### src/design/kei_pkg.sv
package kei_pkg;

    // Fixed-point format of time, control points and the curve
    localparam int FRAC_BITS  = 16;
    localparam int W_TIME     = 18;
    localparam int W_VAL      = 32;
    localparam int W_POLY     = 22;
    localparam int W_T        = 21;
    localparam int W_ACC      = 32;
    localparam int W_ERR      = 33;
    localparam int W_MA       = 34;
    localparam int W_MB       = 24;
    localparam int W_MRES     = 43;
    localparam int W_SUM      = 44;
    localparam int W_DIVN     = 50;
    localparam int W_UPD      = 52;
    localparam int W_CFG_IDX  = 3;
    localparam int W_MODE     = 3;
    localparam int W_IN_DATA  = 88;
    localparam int NEWTON_STEPS_DEF = 8;

    localparam logic [W_T-1:0] ONE_Q   = W_T'(1 << FRAC_BITS);
    localparam logic [W_T-1:0] T_LIMIT = W_T'(8 << FRAC_BITS);
    localparam int X_TOL       = ((1 << FRAC_BITS) + 500) / 1000;
    localparam int D_TOL_RAW   = ((1 << FRAC_BITS) + 500000) / 1000000;
    localparam int D_TOL       = (D_TOL_RAW > 0) ? D_TOL_RAW : 1;
    localparam int EASE_IN_X1  = (42 * (1 << FRAC_BITS) + 50) / 100;
    localparam int EASE_OUT_X2 = (58 * (1 << FRAC_BITS) + 50) / 100;

    // Easing modes
    localparam logic [W_MODE-1:0] MODE_LINEAR   = 3'd0;
    localparam logic [W_MODE-1:0] MODE_BEZIER   = 3'd1;
    localparam logic [W_MODE-1:0] MODE_EASE_IN  = 3'd2;
    localparam logic [W_MODE-1:0] MODE_EASE_OUT = 3'd3;
    localparam logic [W_MODE-1:0] MODE_HOLD     = 3'd4;

    // Configuration register indexes
    localparam logic [W_CFG_IDX-1:0] REG_MODE = 3'd0;
    localparam logic [W_CFG_IDX-1:0] REG_X1   = 3'd1;
    localparam logic [W_CFG_IDX-1:0] REG_Y1   = 3'd2;
    localparam logic [W_CFG_IDX-1:0] REG_X2   = 3'd3;
    localparam logic [W_CFG_IDX-1:0] REG_Y2   = 3'd4;

    typedef enum logic [3:0] {
        OP_NONE, OP_LOAD, OP_SX0, OP_SX1, OP_SX2, OP_D0, OP_D1, OP_DIVI,
        OP_DIVS, OP_UPD, OP_CLAMP, OP_SY0, OP_SY1, OP_SY2, OP_FIN
    } t_op;

    typedef enum logic [3:0] {
        ST_IDLE, ST_CHKI, ST_SX0, ST_SX1, ST_SX2, ST_CHKE, ST_D0, ST_D1,
        ST_CHKD, ST_DIVI, ST_DIVS, ST_UPD, ST_CLAMP, ST_SY0, ST_SY1, ST_SY2_FIN
    } t_state;

    typedef struct packed {
        t_op op;
    } t_cmd;

    typedef struct packed {
        logic iter;
        logic err_small;
        logic d_small;
        logic out_busy;
    } t_stat;

endpackage

### src/design/keyframe_easing_interpolator_unit.sv
// Linear, hold and unused modes and Bezier end times need no iteration; Bezier runs
// Newton steps until the x error is within tolerance, the slope is flat, or all
// NEWTON_STEPS steps (eight by default) have run.
// Each Newton step is bound by the one-bit-per-cycle divider.
// One item is in flight at a time; the next is taken the cycle after the result is
// registered. Reset (i_rst_n low) loads the configuration defaults and idles the unit.
module keyframe_easing_interpolator_unit #(
    parameter int NEWTON_STEPS = kei_pkg::NEWTON_STEPS_DEF
) (
    input  logic                          i_clk,
    input  logic                          i_rst_n,
    input  logic                          s_axis_tvalid,
    output logic                          s_axis_tready,
    // [17:0] time_in, [49:18] start_val, [81:50] end_val, [87:82] zero
    input  logic [kei_pkg::W_IN_DATA-1:0] s_axis_tdata,
    output logic                          m_axis_tvalid,
    input  logic                          m_axis_tready,
    // [31:0] interp_val
    output logic [kei_pkg::W_VAL-1:0]     m_axis_tdata,
    input  logic                          i_cfg_valid,
    output logic                          o_cfg_ready,
    input  logic [kei_pkg::W_CFG_IDX-1:0] i_cfg_index,
    input  logic [kei_pkg::W_TIME-1:0]    i_cfg_data
);
    import kei_pkg::*;

    t_cmd  cmd;
    t_stat stat;

    assign o_cfg_ready = 1'b1;

    kei_ctrl #(
        .NEWTON_STEPS(NEWTON_STEPS)
    ) u_ctrl (
        .i_clk      (i_clk),
        .i_rst_n    (i_rst_n),
        .i_in_valid (s_axis_tvalid),
        .o_in_ready (s_axis_tready),
        .i_stat     (stat),
        .o_cmd      (cmd)
    );

    kei_dp u_dp (
        .i_clk       (i_clk),
        .i_rst_n     (i_rst_n),
        .i_cmd       (cmd),
        .o_stat      (stat),
        .i_in_data   (s_axis_tdata),
        .i_cfg_we    (i_cfg_valid),
        .i_cfg_index (i_cfg_index),
        .i_cfg_data  (i_cfg_data),
        .o_out_valid (m_axis_tvalid),
        .i_out_ready (m_axis_tready),
        .o_out_data  (m_axis_tdata)
    );

endmodule

### src/design/kei_ctrl.sv
module kei_ctrl #(
    parameter int NEWTON_STEPS = kei_pkg::NEWTON_STEPS_DEF
) (
    input  logic           i_clk,
    input  logic           i_rst_n,
    input  logic           i_in_valid,
    output logic           o_in_ready,
    input  kei_pkg::t_stat i_stat,
    output kei_pkg::t_cmd  o_cmd
);
    import kei_pkg::*;

    localparam int W_STEP = $clog2(NEWTON_STEPS + 1);
    localparam int W_CNT  = $clog2(W_DIVN + 1);

    t_state             r_state, n_state;
    logic [W_STEP-1:0]  r_step, n_step;
    logic [W_CNT-1:0]   r_cnt, n_cnt;

    // State and counters
    always_ff @(posedge i_clk) begin
        if (!i_rst_n) begin
            r_state <= ST_IDLE;
            r_step  <= '0;
            r_cnt   <= '0;
        end else begin
            r_state <= n_state;
            r_step  <= n_step;
            r_cnt   <= n_cnt;
        end
    end

    // Next state and datapath commands
    always_comb begin
        n_state    = r_state;
        n_step     = r_step;
        n_cnt      = r_cnt;
        o_cmd.op   = OP_NONE;
        o_in_ready = 1'b0;
        case (r_state)
            ST_IDLE: begin
                o_in_ready = 1'b1;
                if (i_in_valid) begin
                    o_cmd.op = OP_LOAD;
                    n_state  = ST_CHKI;
                end
            end
            ST_CHKI: begin
                n_step  = '0;
                n_state = i_stat.iter ? ST_SX0 : ST_SY2_FIN;
            end
            ST_SX0: begin
                o_cmd.op = OP_SX0;
                n_state  = ST_SX1;
            end
            ST_SX1: begin
                o_cmd.op = OP_SX1;
                n_state  = ST_SX2;
            end
            ST_SX2: begin
                o_cmd.op = OP_SX2;
                n_state  = ST_CHKE;
            end
            ST_CHKE: begin
                n_state = i_stat.err_small ? ST_CLAMP : ST_D0;
            end
            ST_D0: begin
                o_cmd.op = OP_D0;
                n_state  = ST_D1;
            end
            ST_D1: begin
                o_cmd.op = OP_D1;
                n_state  = ST_CHKD;
            end
            ST_CHKD: begin
                n_state = i_stat.d_small ? ST_CLAMP : ST_DIVI;
            end
            ST_DIVI: begin
                o_cmd.op = OP_DIVI;
                n_cnt    = '0;
                n_state  = ST_DIVS;
            end
            ST_DIVS: begin
                o_cmd.op = OP_DIVS;
                n_cnt    = r_cnt + 1'b1;
                if (r_cnt == W_CNT'(W_DIVN - 1)) begin
                    n_state = ST_UPD;
                end
            end
            ST_UPD: begin
                o_cmd.op = OP_UPD;
                n_step   = r_step + 1'b1;
                n_state  = (r_step == W_STEP'(NEWTON_STEPS - 1)) ? ST_CLAMP : ST_SX0;
            end
            ST_CLAMP: begin
                // counter marks whether the last y stage has run
                o_cmd.op = OP_CLAMP;
                n_cnt    = '0;
                n_state  = ST_SY0;
            end
            ST_SY0: begin
                o_cmd.op = OP_SY0;
                n_state  = ST_SY1;
            end
            ST_SY1: begin
                o_cmd.op = OP_SY1;
                n_state  = ST_SY2_FIN;
            end
            ST_SY2_FIN: begin
                // progress ready in acc once SY2 ran; iterative path runs SY2 first
                if (i_stat.iter && r_cnt != '1) begin
                    o_cmd.op = OP_SY2;
                    n_cnt    = '1;
                end else if (!i_stat.out_busy) begin
                    o_cmd.op = OP_FIN;
                    n_state  = ST_IDLE;
                end
            end
            default: n_state = ST_IDLE;
        endcase
    end

endmodule

### src/design/kei_dp.sv
module kei_dp (
    input  logic                          i_clk,
    input  logic                          i_rst_n,
    input  kei_pkg::t_cmd                 i_cmd,
    output kei_pkg::t_stat                o_stat,
    input  logic [kei_pkg::W_IN_DATA-1:0] i_in_data,
    input  logic                          i_cfg_we,
    input  logic [kei_pkg::W_CFG_IDX-1:0] i_cfg_index,
    input  logic [kei_pkg::W_TIME-1:0]    i_cfg_data,
    output logic                          o_out_valid,
    input  logic                          i_out_ready,
    output logic [kei_pkg::W_VAL-1:0]     o_out_data
);
    import kei_pkg::*;

    // Configuration
    logic [W_MODE-1:0]        r_mode;
    logic signed [W_TIME-1:0] r_x1, r_y1, r_x2, r_y2;

    // Working registers
    logic signed [W_POLY-1:0] r_ax, r_bx, r_cx, r_ay, r_by, r_cy;
    logic signed [W_T-1:0]    r_t;
    logic [FRAC_BITS:0]       r_time;
    logic signed [W_ACC-1:0]  r_acc;
    logic signed [W_ERR-1:0]  r_err;
    logic signed [W_ACC-1:0]  r_d;
    logic signed [W_VAL-1:0]  r_sv;
    logic signed [W_ERR-1:0]  r_diff;
    logic                     r_iter;
    logic [W_DIVN-1:0]        r_num;
    logic [W_ACC-1:0]         r_rem;
    logic [W_ACC-1:0]         r_dm;
    logic                     r_qneg;
    logic                     r_out_valid;
    logic [W_VAL-1:0]         r_out;

    // Input unpack and time clamp
    logic signed [W_TIME-1:0] in_time;
    logic signed [W_VAL-1:0]  in_sv, in_ev;
    logic [FRAC_BITS:0]       time_c;
    assign in_time = i_in_data[W_TIME-1:0];
    assign in_sv   = i_in_data[W_TIME +: W_VAL];
    assign in_ev   = i_in_data[W_TIME+W_VAL +: W_VAL];

    always_comb begin
        if (in_time[W_TIME-1]) begin
            time_c = '0;
        end else if (in_time > $signed(W_TIME'(ONE_Q))) begin
            time_c = (FRAC_BITS+1)'(ONE_Q);
        end else begin
            time_c = in_time[FRAC_BITS:0];
        end
    end

    // Control points by mode and curve coefficients
    logic signed [W_POLY-1:0] px1, py1, px2, py2;
    logic signed [W_POLY-1:0] cxn, bxn, axn, cyn, byn, ayn;
    logic                     is_bez;
    always_comb begin
        px1 = W_POLY'(r_x1);
        py1 = W_POLY'(r_y1);
        px2 = W_POLY'(r_x2);
        py2 = W_POLY'(r_y2);
        is_bez = 1'b0;
        case (r_mode)
            MODE_BEZIER: is_bez = 1'b1;
            MODE_EASE_IN: begin
                is_bez = 1'b1;
                px1 = W_POLY'(EASE_IN_X1);
                py1 = '0;
                px2 = W_POLY'(ONE_Q);
                py2 = W_POLY'(ONE_Q);
            end
            MODE_EASE_OUT: begin
                is_bez = 1'b1;
                px1 = '0;
                py1 = '0;
                px2 = W_POLY'(EASE_OUT_X2);
                py2 = W_POLY'(ONE_Q);
            end
            default: is_bez = 1'b0;
        endcase
        cxn = W_POLY'(3 * px1);
        bxn = W_POLY'(3 * (px2 - px1) - cxn);
        axn = $signed(W_POLY'(ONE_Q)) - cxn - bxn;
        cyn = W_POLY'(3 * py1);
        byn = W_POLY'(3 * (py2 - py1) - cyn);
        ayn = $signed(W_POLY'(ONE_Q)) - cyn - byn;
    end

    // Progress for the non-iterative cases
    logic [FRAC_BITS:0] prog0;
    always_comb begin
        if (r_mode == MODE_HOLD) begin
            prog0 = (time_c == (FRAC_BITS+1)'(ONE_Q)) ? time_c : '0;
        end else begin
            prog0 = time_c;
        end
    end

    // Shared rounding multiplier: mulq(a, b) + addend
    logic signed [W_MA-1:0]   mul_a;
    logic signed [W_MB-1:0]   mul_b;
    logic signed [W_SUM-1:0]  addend;
    logic [W_MA-1:0]          mag_a;
    logic [W_MB-1:0]          mag_b;
    logic [W_MA+W_MB-1:0]     prod;
    logic [W_MA+W_MB-1:0]     prod_r;
    logic [W_MRES-1:0]        rnd;
    logic signed [W_MRES-1:0] mres;
    logic signed [W_SUM-1:0]  sum;
    logic signed [W_MB-1:0]   t_ext;

    assign t_ext = W_MB'(r_t);
    always_comb begin
        mul_a  = W_MA'(r_acc);
        mul_b  = t_ext;
        addend = '0;
        case (i_cmd.op)
            OP_SX0: begin
                mul_a  = W_MA'(r_ax);
                addend = W_SUM'(r_bx);
            end
            OP_SX1, OP_D1: addend = W_SUM'(r_cx);
            OP_D0: begin
                mul_a  = W_MA'(3 * W_MA'(r_ax));
                addend = W_SUM'(2 * W_SUM'(r_bx));
            end
            OP_SY0: begin
                mul_a  = W_MA'(r_ay);
                addend = W_SUM'(r_by);
            end
            OP_SY1: addend = W_SUM'(r_cy);
            OP_FIN: begin
                mul_a  = W_MA'(r_diff);
                mul_b  = W_MB'(r_acc);
                addend = W_SUM'(r_sv);
            end
            default: addend = '0;
        endcase
        mag_a  = mul_a[W_MA-1] ? W_MA'(-mul_a) : W_MA'(mul_a);
        mag_b  = mul_b[W_MB-1] ? W_MB'(-mul_b) : W_MB'(mul_b);
        prod   = (W_MA+W_MB)'(mag_a) * (W_MA+W_MB)'(mag_b);
        prod_r = prod + (W_MA+W_MB)'(1 << (FRAC_BITS - 1));
        rnd    = W_MRES'(prod_r >> FRAC_BITS);
        mres   = (mul_a[W_MA-1] ^ mul_b[W_MB-1]) ? -$signed(rnd) : $signed(rnd);
        sum    = W_SUM'(mres) + addend;
    end

    // Divider step, Newton update, t clamp and result saturation
    logic [W_ACC:0]          div_sh;
    logic                    div_ge;
    logic [W_ERR-1:0]        err_mag;
    logic [W_ACC-1:0]        d_mag;
    logic signed [W_UPD-1:0] q_s, t_new;
    logic signed [W_T-1:0]   t_sat, t_clamp;
    logic signed [W_VAL-1:0] res_sat;

    assign div_sh  = {r_rem, r_num[W_DIVN-1]};
    assign div_ge  = div_sh >= {1'b0, r_dm};
    assign err_mag = r_err[W_ERR-1] ? W_ERR'(-r_err) : W_ERR'(r_err);
    assign d_mag   = r_d[W_ACC-1] ? W_ACC'(-r_d) : W_ACC'(r_d);

    always_comb begin
        q_s   = r_qneg ? -$signed(W_UPD'(r_num)) : $signed(W_UPD'(r_num));
        t_new = W_UPD'(r_t) - q_s;
        if (t_new > $signed(W_UPD'(T_LIMIT))) begin
            t_sat = $signed(T_LIMIT);
        end else if (t_new < -$signed(W_UPD'(T_LIMIT))) begin
            t_sat = -$signed(T_LIMIT);
        end else begin
            t_sat = W_T'(t_new);
        end
        if (r_t[W_T-1]) begin
            t_clamp = '0;
        end else if (r_t > $signed(ONE_Q)) begin
            t_clamp = $signed(ONE_Q);
        end else begin
            t_clamp = r_t;
        end
        if (sum > $signed(W_SUM'(32'sh7fffffff))) begin
            res_sat = 32'sh7fffffff;
        end else if (sum < -$signed(W_SUM'(33'h080000000))) begin
            res_sat = 32'sh80000000;
        end else begin
            res_sat = W_VAL'(sum);
        end
    end

    // Configuration writes
    always_ff @(posedge i_clk) begin
        if (!i_rst_n) begin
            r_mode <= MODE_LINEAR;
            r_x1   <= '0;
            r_y1   <= '0;
            r_x2   <= W_TIME'(ONE_Q);
            r_y2   <= W_TIME'(ONE_Q);
        end else if (i_cfg_we) begin
            case (i_cfg_index)
                REG_MODE: r_mode <= i_cfg_data[W_MODE-1:0];
                REG_X1:   r_x1   <= i_cfg_data;
                REG_Y1:   r_y1   <= i_cfg_data;
                REG_X2:   r_x2   <= i_cfg_data;
                REG_Y2:   r_y2   <= i_cfg_data;
                default:  r_mode <= r_mode;
            endcase
        end
    end

    // Output register
    always_ff @(posedge i_clk) begin
        if (!i_rst_n) begin
            r_out_valid <= 1'b0;
        end else if (i_cmd.op == OP_FIN) begin
            r_out_valid <= 1'b1;
        end else if (i_out_ready) begin
            r_out_valid <= 1'b0;
        end
    end

    // Iteration flag
    always_ff @(posedge i_clk) begin
        if (!i_rst_n) begin
            r_iter <= 1'b0;
        end else if (i_cmd.op == OP_LOAD) begin
            r_iter <= is_bez && (time_c != '0) && (time_c != (FRAC_BITS+1)'(ONE_Q));
        end
    end

    // Datapath registers
    always_ff @(posedge i_clk) begin
        case (i_cmd.op)
            OP_LOAD: begin
                r_time <= time_c;
                r_t    <= W_T'(time_c);
                r_acc  <= W_ACC'(prog0);
                r_sv   <= in_sv;
                r_diff <= W_ERR'(in_ev) - W_ERR'(in_sv);
                r_ax   <= axn;
                r_bx   <= bxn;
                r_cx   <= cxn;
                r_ay   <= ayn;
                r_by   <= byn;
                r_cy   <= cyn;
            end
            OP_SX0, OP_SX1, OP_D0, OP_SY0, OP_SY1, OP_SY2: r_acc <= W_ACC'(sum);
            OP_SX2: r_err <= W_ERR'(sum) - W_ERR'(r_time);
            OP_D1:  r_d   <= W_ACC'(sum);
            OP_DIVI: begin
                r_num  <= (W_DIVN'(err_mag) << FRAC_BITS) + W_DIVN'(d_mag >> 1);
                r_rem  <= '0;
                r_dm   <= d_mag;
                r_qneg <= r_err[W_ERR-1] ^ r_d[W_ACC-1];
            end
            OP_DIVS: begin
                r_rem <= div_ge ? W_ACC'(div_sh - {1'b0, r_dm}) : W_ACC'(div_sh);
                r_num <= {r_num[W_DIVN-2:0], div_ge};
            end
            OP_UPD:   r_t   <= t_sat;
            OP_CLAMP: r_t   <= t_clamp;
            OP_FIN:   r_out <= res_sat;
            default:  r_t   <= r_t;
        endcase
    end

    assign o_stat.iter      = r_iter;
    assign o_stat.err_small = err_mag < W_ERR'(X_TOL);
    assign o_stat.d_small   = d_mag < W_ACC'(D_TOL);
    assign o_stat.out_busy  = r_out_valid && !i_out_ready;
    assign o_out_valid      = r_out_valid;
    assign o_out_data       = r_out;

endmodule
### config.mk
export PLATFORM = sky130hd
export DESIGN_NAME = keyframe_easing_interpolator_unit
export DESIGN_NICKNAME = d
export VERILOG_FILES = /design/src/design/kei_pkg.sv /design/src/design/keyframe_easing_interpolator_unit.sv /design/src/design/kei_ctrl.sv /design/src/design/kei_dp.sv
export SDC_FILE = /design/constraint.sdc
export NUM_CORES = 2
export LEC_CHECK = 0
export ABC_AREA = 1
export CAP_MARGIN = 20
export CORE_AREA = 2 2 408 410
export CTS_CLUSTER_DIAMETER = 100
export DETAILED_ROUTE_END_ITERATION = 8
export DIE_AREA = 0 0 410 412
export DONT_BUFFER_PORTS = 1
export GPL_TIMING_DRIVEN = 0
export MAX_ROUTING_LAYER = met4
export SLEW_MARGIN = 20
export SYNTH_ARGS = -nofsm -noshare
export SYNTH_HDL_FRONTEND = slang
export SYNTH_SLANG_ARGS = --single-unit
### constraint.sdc
create_clock -name i_clk -period 25.5 [get_ports i_clk]
set_clock_uncertainty 0.05 [all_clocks]
set_input_delay 3.825 -clock i_clk [delete_from_list [all_inputs] [get_ports i_clk]]
set_output_delay 3.825 -clock i_clk [all_outputs]
set_load 0.01 [all_outputs]
== After elaboration in Yosys (flattened, before gate mapping) ==
Index checks and enable logic that the tools add are counted.

* Output and inout bits: 35
* Flip-flop bits (word level): 570
* Logic and storage cells: 191

* Add/sub/neg operators: 23
* Reduce and logical (&&, ||, !) cells: 27
* Magnitude comparators: 9
* Mux-type cells: 47
* Eq/ne operators: 48
* Multiply operators: 6
* Bitwise operators: 2

{| class="wikitable"
|+ Operators by type and width
! operator !! number
|-
| 44-bit one-hot mux with 6 select lines || 1
|-
| 34-bit one-hot mux with 4 select lines || 1
|-
| 32-bit one-hot mux with 2 select lines || 2
|-
| 50-bit one-hot mux with 2 select lines || 1
|-
| 32-bit 2-to-1 mux || 3
|-
| 22-bit one-hot mux with 2 select lines || 2
|-
| 22-bit subtractor || 4
|-
| 17-bit 2-to-1 mux || 4
|-
| 3-bit by 32-bit multiplier with 22-bit output (first input constant) || 2
|-
| 4-bit one-hot mux with 16 select lines || 1
|-
| 21-bit one-hot mux with 3 select lines || 1
|-
| 4-bit equality test (second input constant) || 15
|-
| 58-bit by 16-bit adder with 58-bit output (second input constant) || 1
|-
| 34-bit by 24-bit multiplier with 58-bit output || 1
|-
| 52-bit by 21-bit > comparator with 1-bit output (second input constant) || 1
|-
| 52-bit by 20-bit less-than comparator with 1-bit output (second input constant) || 1
|-
| 52-bit 2-to-1 mux || 1
|-
| 50-bit negation with 52-bit output || 1
|-
| 4-bit one-hot mux with 13 select lines || 1
|-
| 21-bit by 52-bit subtractor with 52-bit output || 1
|-
| 49-bit by 31-bit adder with 50-bit output || 1
|-
| 24-bit 2-to-1 mux || 2
|-
| 22-bit by 22-bit subtractor with 23-bit output || 2
|-
| 43-bit by 44-bit adder with 44-bit output || 1
|-
| other kinds (58) || 111
|}

== Longest topological paths before layout ==
* Depth after elaboration: 16
* Mapped depth: 78
* Gate-level depth less buffers: 77

== By module ==
Synthesis repeated with hierarchy kept, for this count alone.

* Cells, all modules: 9625
* Area, all modules: 75723.9 µm²

{| class="wikitable"
|+ Modules (own cells, without submodules)
! module !! area an instance (µm²) !! instances !! seq. area each (µm²) !! cells each
|-
| kei_dp || 74576.5 || 1 || 15925.3 || 9442
|-
| kei_ctrl || 1136.1 || 1 || 280.3 || 181
|-
| keyframe_easing_interpolator_unit || 11.3 || 1 || 0.0 || 2
|}

== Least setup slack after synthesis ==
OpenSTA, ideal clock, no wires.

* Kind: input to register
* From: input port m_axis_tready
* To: register u_dp.r_err[32] (data pin)
* Cell stages on the path: 63
* Arrival time: 15.619 ns
* Required time: 25.185 ns
* Slack: 9.566 ns
* Buffers on the path: 2
* Library setup time: 0.265 ns
* Cell sequence: nor2_1 > inv_1 > nand3_4 > nand2_2 > o21ai_2 > clkbuf_1 > ha_1 > nand2_1 > nor2_2 > nand2_2 > nor2_4 > nand2_2 > nor2_2 > nand4_1 > or2_1 > nor2_2 > o21ai_0 > nand2_1 > [... 27 more ...] > ha_1 > nand2_1 > inv_1 > a211oi_1 > o21a_1 > xnor2_1 > ha_1 > a21oi_1 > nand2_1 > a21oi_1 > o21bai_1 > a21oi_1 > nand3_1 > nor3_1 > nand4_1 > nor3_1 > nand3_1 > xor2_1

* Word-level cells in the longest chain between the ends: 15

{| class="wikitable"
|+ Ends and longest elaborated chain
! what !! line !! RTL
|-
| start: declaration || keyframe_easing_interpolator_unit.sv:17 || <nowiki>input logic m_axis_tready,</nowiki>
|-
| 1-bit logical NOT * || kei_dp.sv:269 || <nowiki>assign o_stat.out_busy = r_out_valid && !i_out_ready;</nowiki>
|-
| 1-bit logical AND * || kei_dp.sv:269 ||
|-
| 4-bit 2-to-1 mux * || kei_ctrl.sv:114 || <nowiki>end else if (!i_stat.out_busy) begin</nowiki>
|-
| 4-bit 2-to-1 mux * || kei_ctrl.sv:111 || <nowiki>if (i_stat.iter && r_cnt != '1) begin</nowiki>
|-
| 4-bit one-hot mux with 13 select lines * || kei_ctrl.sv:40 || <nowiki>case (r_state)</nowiki>
|-
| 4-bit equality test, or another cell as far along || kei_dp.sv:119 || <nowiki>case (i_cmd.op)</nowiki>
|-
| 34-bit one-hot mux with 4 select lines / 24-bit 2-to-1 mux (equally long branches) || kei_dp.sv:119 ||
|-
| 34-bit negation / 24-bit negation (equally long branches) || kei_dp.sv:141, kei_dp.sv:142 ||
|-
| 34-bit 2-to-1 mux / 24-bit 2-to-1 mux (equally long branches) || kei_dp.sv:141, kei_dp.sv:142 ||
|-
| 34-bit by 24-bit multiplier with 58-bit output || kei_dp.sv:143 || <nowiki>prod = (W_MA+W_MB)'(mag_a) * (W_MA+W_MB)'(mag_b);</nowiki>
|-
| 58-bit by 16-bit adder with 58-bit output || kei_dp.sv:144 || <nowiki>prod_r = prod + (W_MA+W_MB)'(1 << (FRAC_BITS - 1));</nowiki>
|-
| 42-bit negation with 43-bit output || kei_dp.sv:146 || <nowiki>mres = (mul_a[W_MA-1] ^ mul_b[W_MB-1]) ? -$signed(rnd) : $signed(rnd);</nowiki>
|-
| 43-bit 2-to-1 mux || kei_dp.sv:146 ||
|-
| 43-bit by 44-bit adder with 44-bit output * || kei_dp.sv:147 || <nowiki>sum = W_SUM'(mres) + addend;</nowiki>
|-
| named net u_dp.sum[13] || kei_dp.sv:111 || <nowiki>logic signed [W_SUM-1:0] sum;</nowiki>
|-
| 33-bit by 17-bit subtractor with 33-bit output * || kei_dp.sv:247 || <nowiki>OP_SX2: r_err <= W_ERR'(sum) - W_ERR'(r_time);</nowiki>
|-
| end signal: assignment || kei_dp.sv:247 ||
|-
| end: declaration || kei_dp.sv:25 || <nowiki>logic signed [W_ERR-1:0] r_err;</nowiki>
|}

Mark *: on every way through the listed nets, which the timed path passes. The rest lies on a longest branch.
A chain may end at the register's enable or synchronous reset.

== Worst setup path in the final report ==
Ends and elaborated chain as after synthesis.

==> qor.csv <==
metric,value,unit
outcome,"complete, no violations",
FILL cells,16300,
CP endpoint kind,flop,
startpoint types,input port,
YS warnings,0,
slowest CP cell,clkbuf_1,
crit share post-route,84.3,%
hold slack,0.400,ns
Final #Nets,11300,
Max Cap Viol,0,
Die Y,412,um
GP Congestion,1.04,
worst min path class,flop to flop,
ys async rst share,0,%
Fmax,46.5,MHz
Netlist cell types,78,
fin crit period,21.49,ns
largest family of logic cells by synthesized area,adder cells,
first-pass GRT wire length,414000,um
Worst Max-Slew Pin Slew,1.20,ns
reg2reg start,u_dp.o_out_valid,
clock tree from TritonCTS,built,
CP max stage delay,0.88,ns
largest net degree at the start of global routing,58,
Via Count,65900,
Initial Utilization,45.9,%
Post-Synth Adder-Cell Area,32.0,%
Critical Path AT,21.78,ns
Residual DRC,0,
wire per inst,23.2,um
Setup crit start,m_axis_tready,
Port Buffer Count,0,
register area share after synthesis,21.5,%
Vias/cell,5.52,
CP required,25.79,ns
setup TNS,0,ns
register area,16200,um^2
crit-path most repeated cell,inv_1,
# setup viols final,0,
final wirelength,277000,um
Root Buffer,clkbuf_16,
Placement Rows,149,
post_cts resized,0,
critical path type,input port to flop,
Antenna Nets Post-Route,0,
Mapped Area,75300,um^2
core area,164000,um^2
H-tree depth,3,
Non-Filler Instances,11900,
share of layout cells above drive strength 1,3.65,%
Area Growth Syn to Fin,8.22,%
vias in the first global route,65200,
die area,169000,um^2
area of the multi-input gates,51300,um^2
num ports,149,
cts hold-fix bufs,0,
Worst slew margin,19.8,%
clock sink count,570,
worst r2r dst,u_dp.r_err[32],
placed insts,11800,
FF-to-FF path depth,62,
DRT Pass-1 Iters,8,
Post-synth EDFFs,479,
Slew Limit Fails,0,
Compound-Gate Fraction of Synth Area,10.6,%
flop-to-flop setup slack,6.64,ns
clk buf depth,3,
Global Route Usage Sum,33.9,%
Synth Area in XOR/XNOR,6.15,%
CTS buffer count,70,
Post-CTS Setup Inserts,0,
DR iter-0 viols,6356,
die width,410,um
initial antenna violation count,13,
GR Overflow Total,0,
synthesized area per cell,7.88,um^2
Fin. Hold Viols,0,
Critical path destination,u_dp.r_err[32],
crit-path max FO,10,
post-synthesis mux area share,0.0266,%
clock slew at reported path FFs,0.06,ns
Syn Inst Count,9554,
clk_lat worst skew,0.68,ns
Synth Register Bits,570,
main flop type after synthesis,edfxtp_1,
Synth Area in Simple Gates,18.9,%
Post-DP HPWL,235000,um
RSZ-0062 raised after global routing,no,
-- metrics by stage --
| step | area (um^2) | utilization, % | setup slack, ns |
|---|---|---|---|
| after floorplan | 75400 | - | 9.57 |
| after global placement | 78100 | 47.6 | 2.69 |
| after detailed placement | 79100 | 48.1 | 3.73 |
| after CTS | 81500 | 49.6 | 4.41 |
| after global routing | 81500 | 49.6 | 3.40 |
| final | 81500 | 49.6 | 4.01 |
-- how the worst min path moves through the flow --
stage,start,end,slack [ns],cells after the start
finish,u_dp.r_d[0],u_dp.r_dm[0],0.40,0
global route,u_dp.r_d[0],u_dp.r_dm[0],0.42,0
CTS,u_dp.r_x2[8],u_dp.r_x2[8],0.40,2
detailed placement,u_dp.r_d[0],u_dp.r_dm[0],0.39,0
global placement,u_dp.r_x2[16],u_dp.r_x2[16],0.39,2
floorplan,u_dp.r_y2[16],u_dp.r_y2[16],0.37,2
-- worst max-delay path: cells and delay by family --
| kind | cells | cell delay, ns |
|---|---|---|
| adders and majority gates | 11 | 5.17 |
| xor gates and xnor gates | 4 | 1.49 |
| AOI/OAI and AO/OA | 14 | 3.44 |
| buffers and inverters | 11 | 2.81 |
| and+or+nand+nor | 21 | 4.99 |
-- registers in the layout, summed over array words and instances (netlist names), 6 cells and up --
register         flops
u_dp.r_sv           32
u_dp.r_by           22
u_dp.r_cx           22
u_dp.r_x2           18
u_dp.r_bx           22
u_dp.r_cy           22
u_dp.r_time         17
u_dp.r_ay           22
u_dp.r_err          33
u_dp.r_num          50
u_dp.r_rem          32
u_dp.r_ax           22
u_ctrl.r_cnt         6
u_dp.r_x1           18
u_dp.r_y2           18
u_dp.r_acc          32
u_dp.r_d            32
u_dp.r_y1           18
u_dp.r_t            21
u_dp.r_diff         33
u_dp.o_out_data     32
u_dp.r_dm           32
-- Yosys cell counts (33+ instances only) --
cell type     n  share of area, %
inv_1      1895               9.4
nand2_1    1588               7.9
nor2_1     1141               5.7
fa_1        757                20
ha_1        716                12
a21oi_1     607               4.0
edfxtp_1    479                19
o21ai_0     451               3.0
xor2_1      370               4.3
nand3_1     300               2.0
clkbuf_1    191              0.95
xnor2_1     153               1.8
nand4_1     109              0.91
dfxtp_1      91               2.4
nor3_1       82              0.54
a31oi_1      57              0.47
nor4_1       56              0.47
o22ai_1      33              0.27
-- layout make-up --
type                    count  share of cell area (%)
multi-input cells        6847                    63.0
flip-flops and latches    570                    19.9
inverters                1929                    8.88
well taps                2189                    3.36
clock buffers              88                    2.33
plain buffers             231                    1.16
repair buffers             37                   0.767
clock inverters            39                   0.609
diodes                     11                  0.0338
-- layout by cell type (no fill, tap or decap), types with 22 or more instances in the layout --
master,instances
o22ai_1,33
xnor2_1,143
nand3b_1,25
conb_1,25
a21oi_1,607
ha_1,716
o21ai_0,450
nand2_2,30
fa_1,757
dfxtp_1,91
nor4_1,55
xor2_1,346
nor3_1,80
a221oi_1,29
clkbuf_1,202
inv_1,1895
o21a_1,31
o21bai_1,28
nand4_1,109
nand2_1,1586
edfxtp_1,479
nand3_1,300
or2_2,29
nor2_1,1137
clkinv_1,22
xor2_2,27
clkbuf_16,71
a21o_1,27
a31oi_1,57
-- routing by layer --
| metal | wire (um) | part of all wire (%) | track usage (%) | vias to the layer above |
|---|---|---|---|---|
| met2 | 124000 | 45 | 52.7 | 2559 |
| li1 | - | - | - | 30700 |
| met3 | 25500 | 9.2 | 7.63 | 430 |
| met4 | 10900 | 3.9 | 11.3 | 0 |
| met1 | 116000 | 42 | 43.8 | 32300 |
| met5 | 0 | 0 | - | - |
-- cell families (layout without fill, tap and decap cells) --
kind of cell             count (synthesis)  in the layout
multiplexers                             2              2
XOR/XNOR                               526            526
buffers and inverters                 2160           2324
flip-flops                             570            570
adder cells (fa/ha/maj)               1473           1473
AO/OA/AOI/OAI                         1414           1414
AND/OR/NAND/NOR                       3407           3407
other                                    2             36
Power is not shown: default switching activity piles up to over one toggle a cycle in this logic, so the estimate is an artifact.
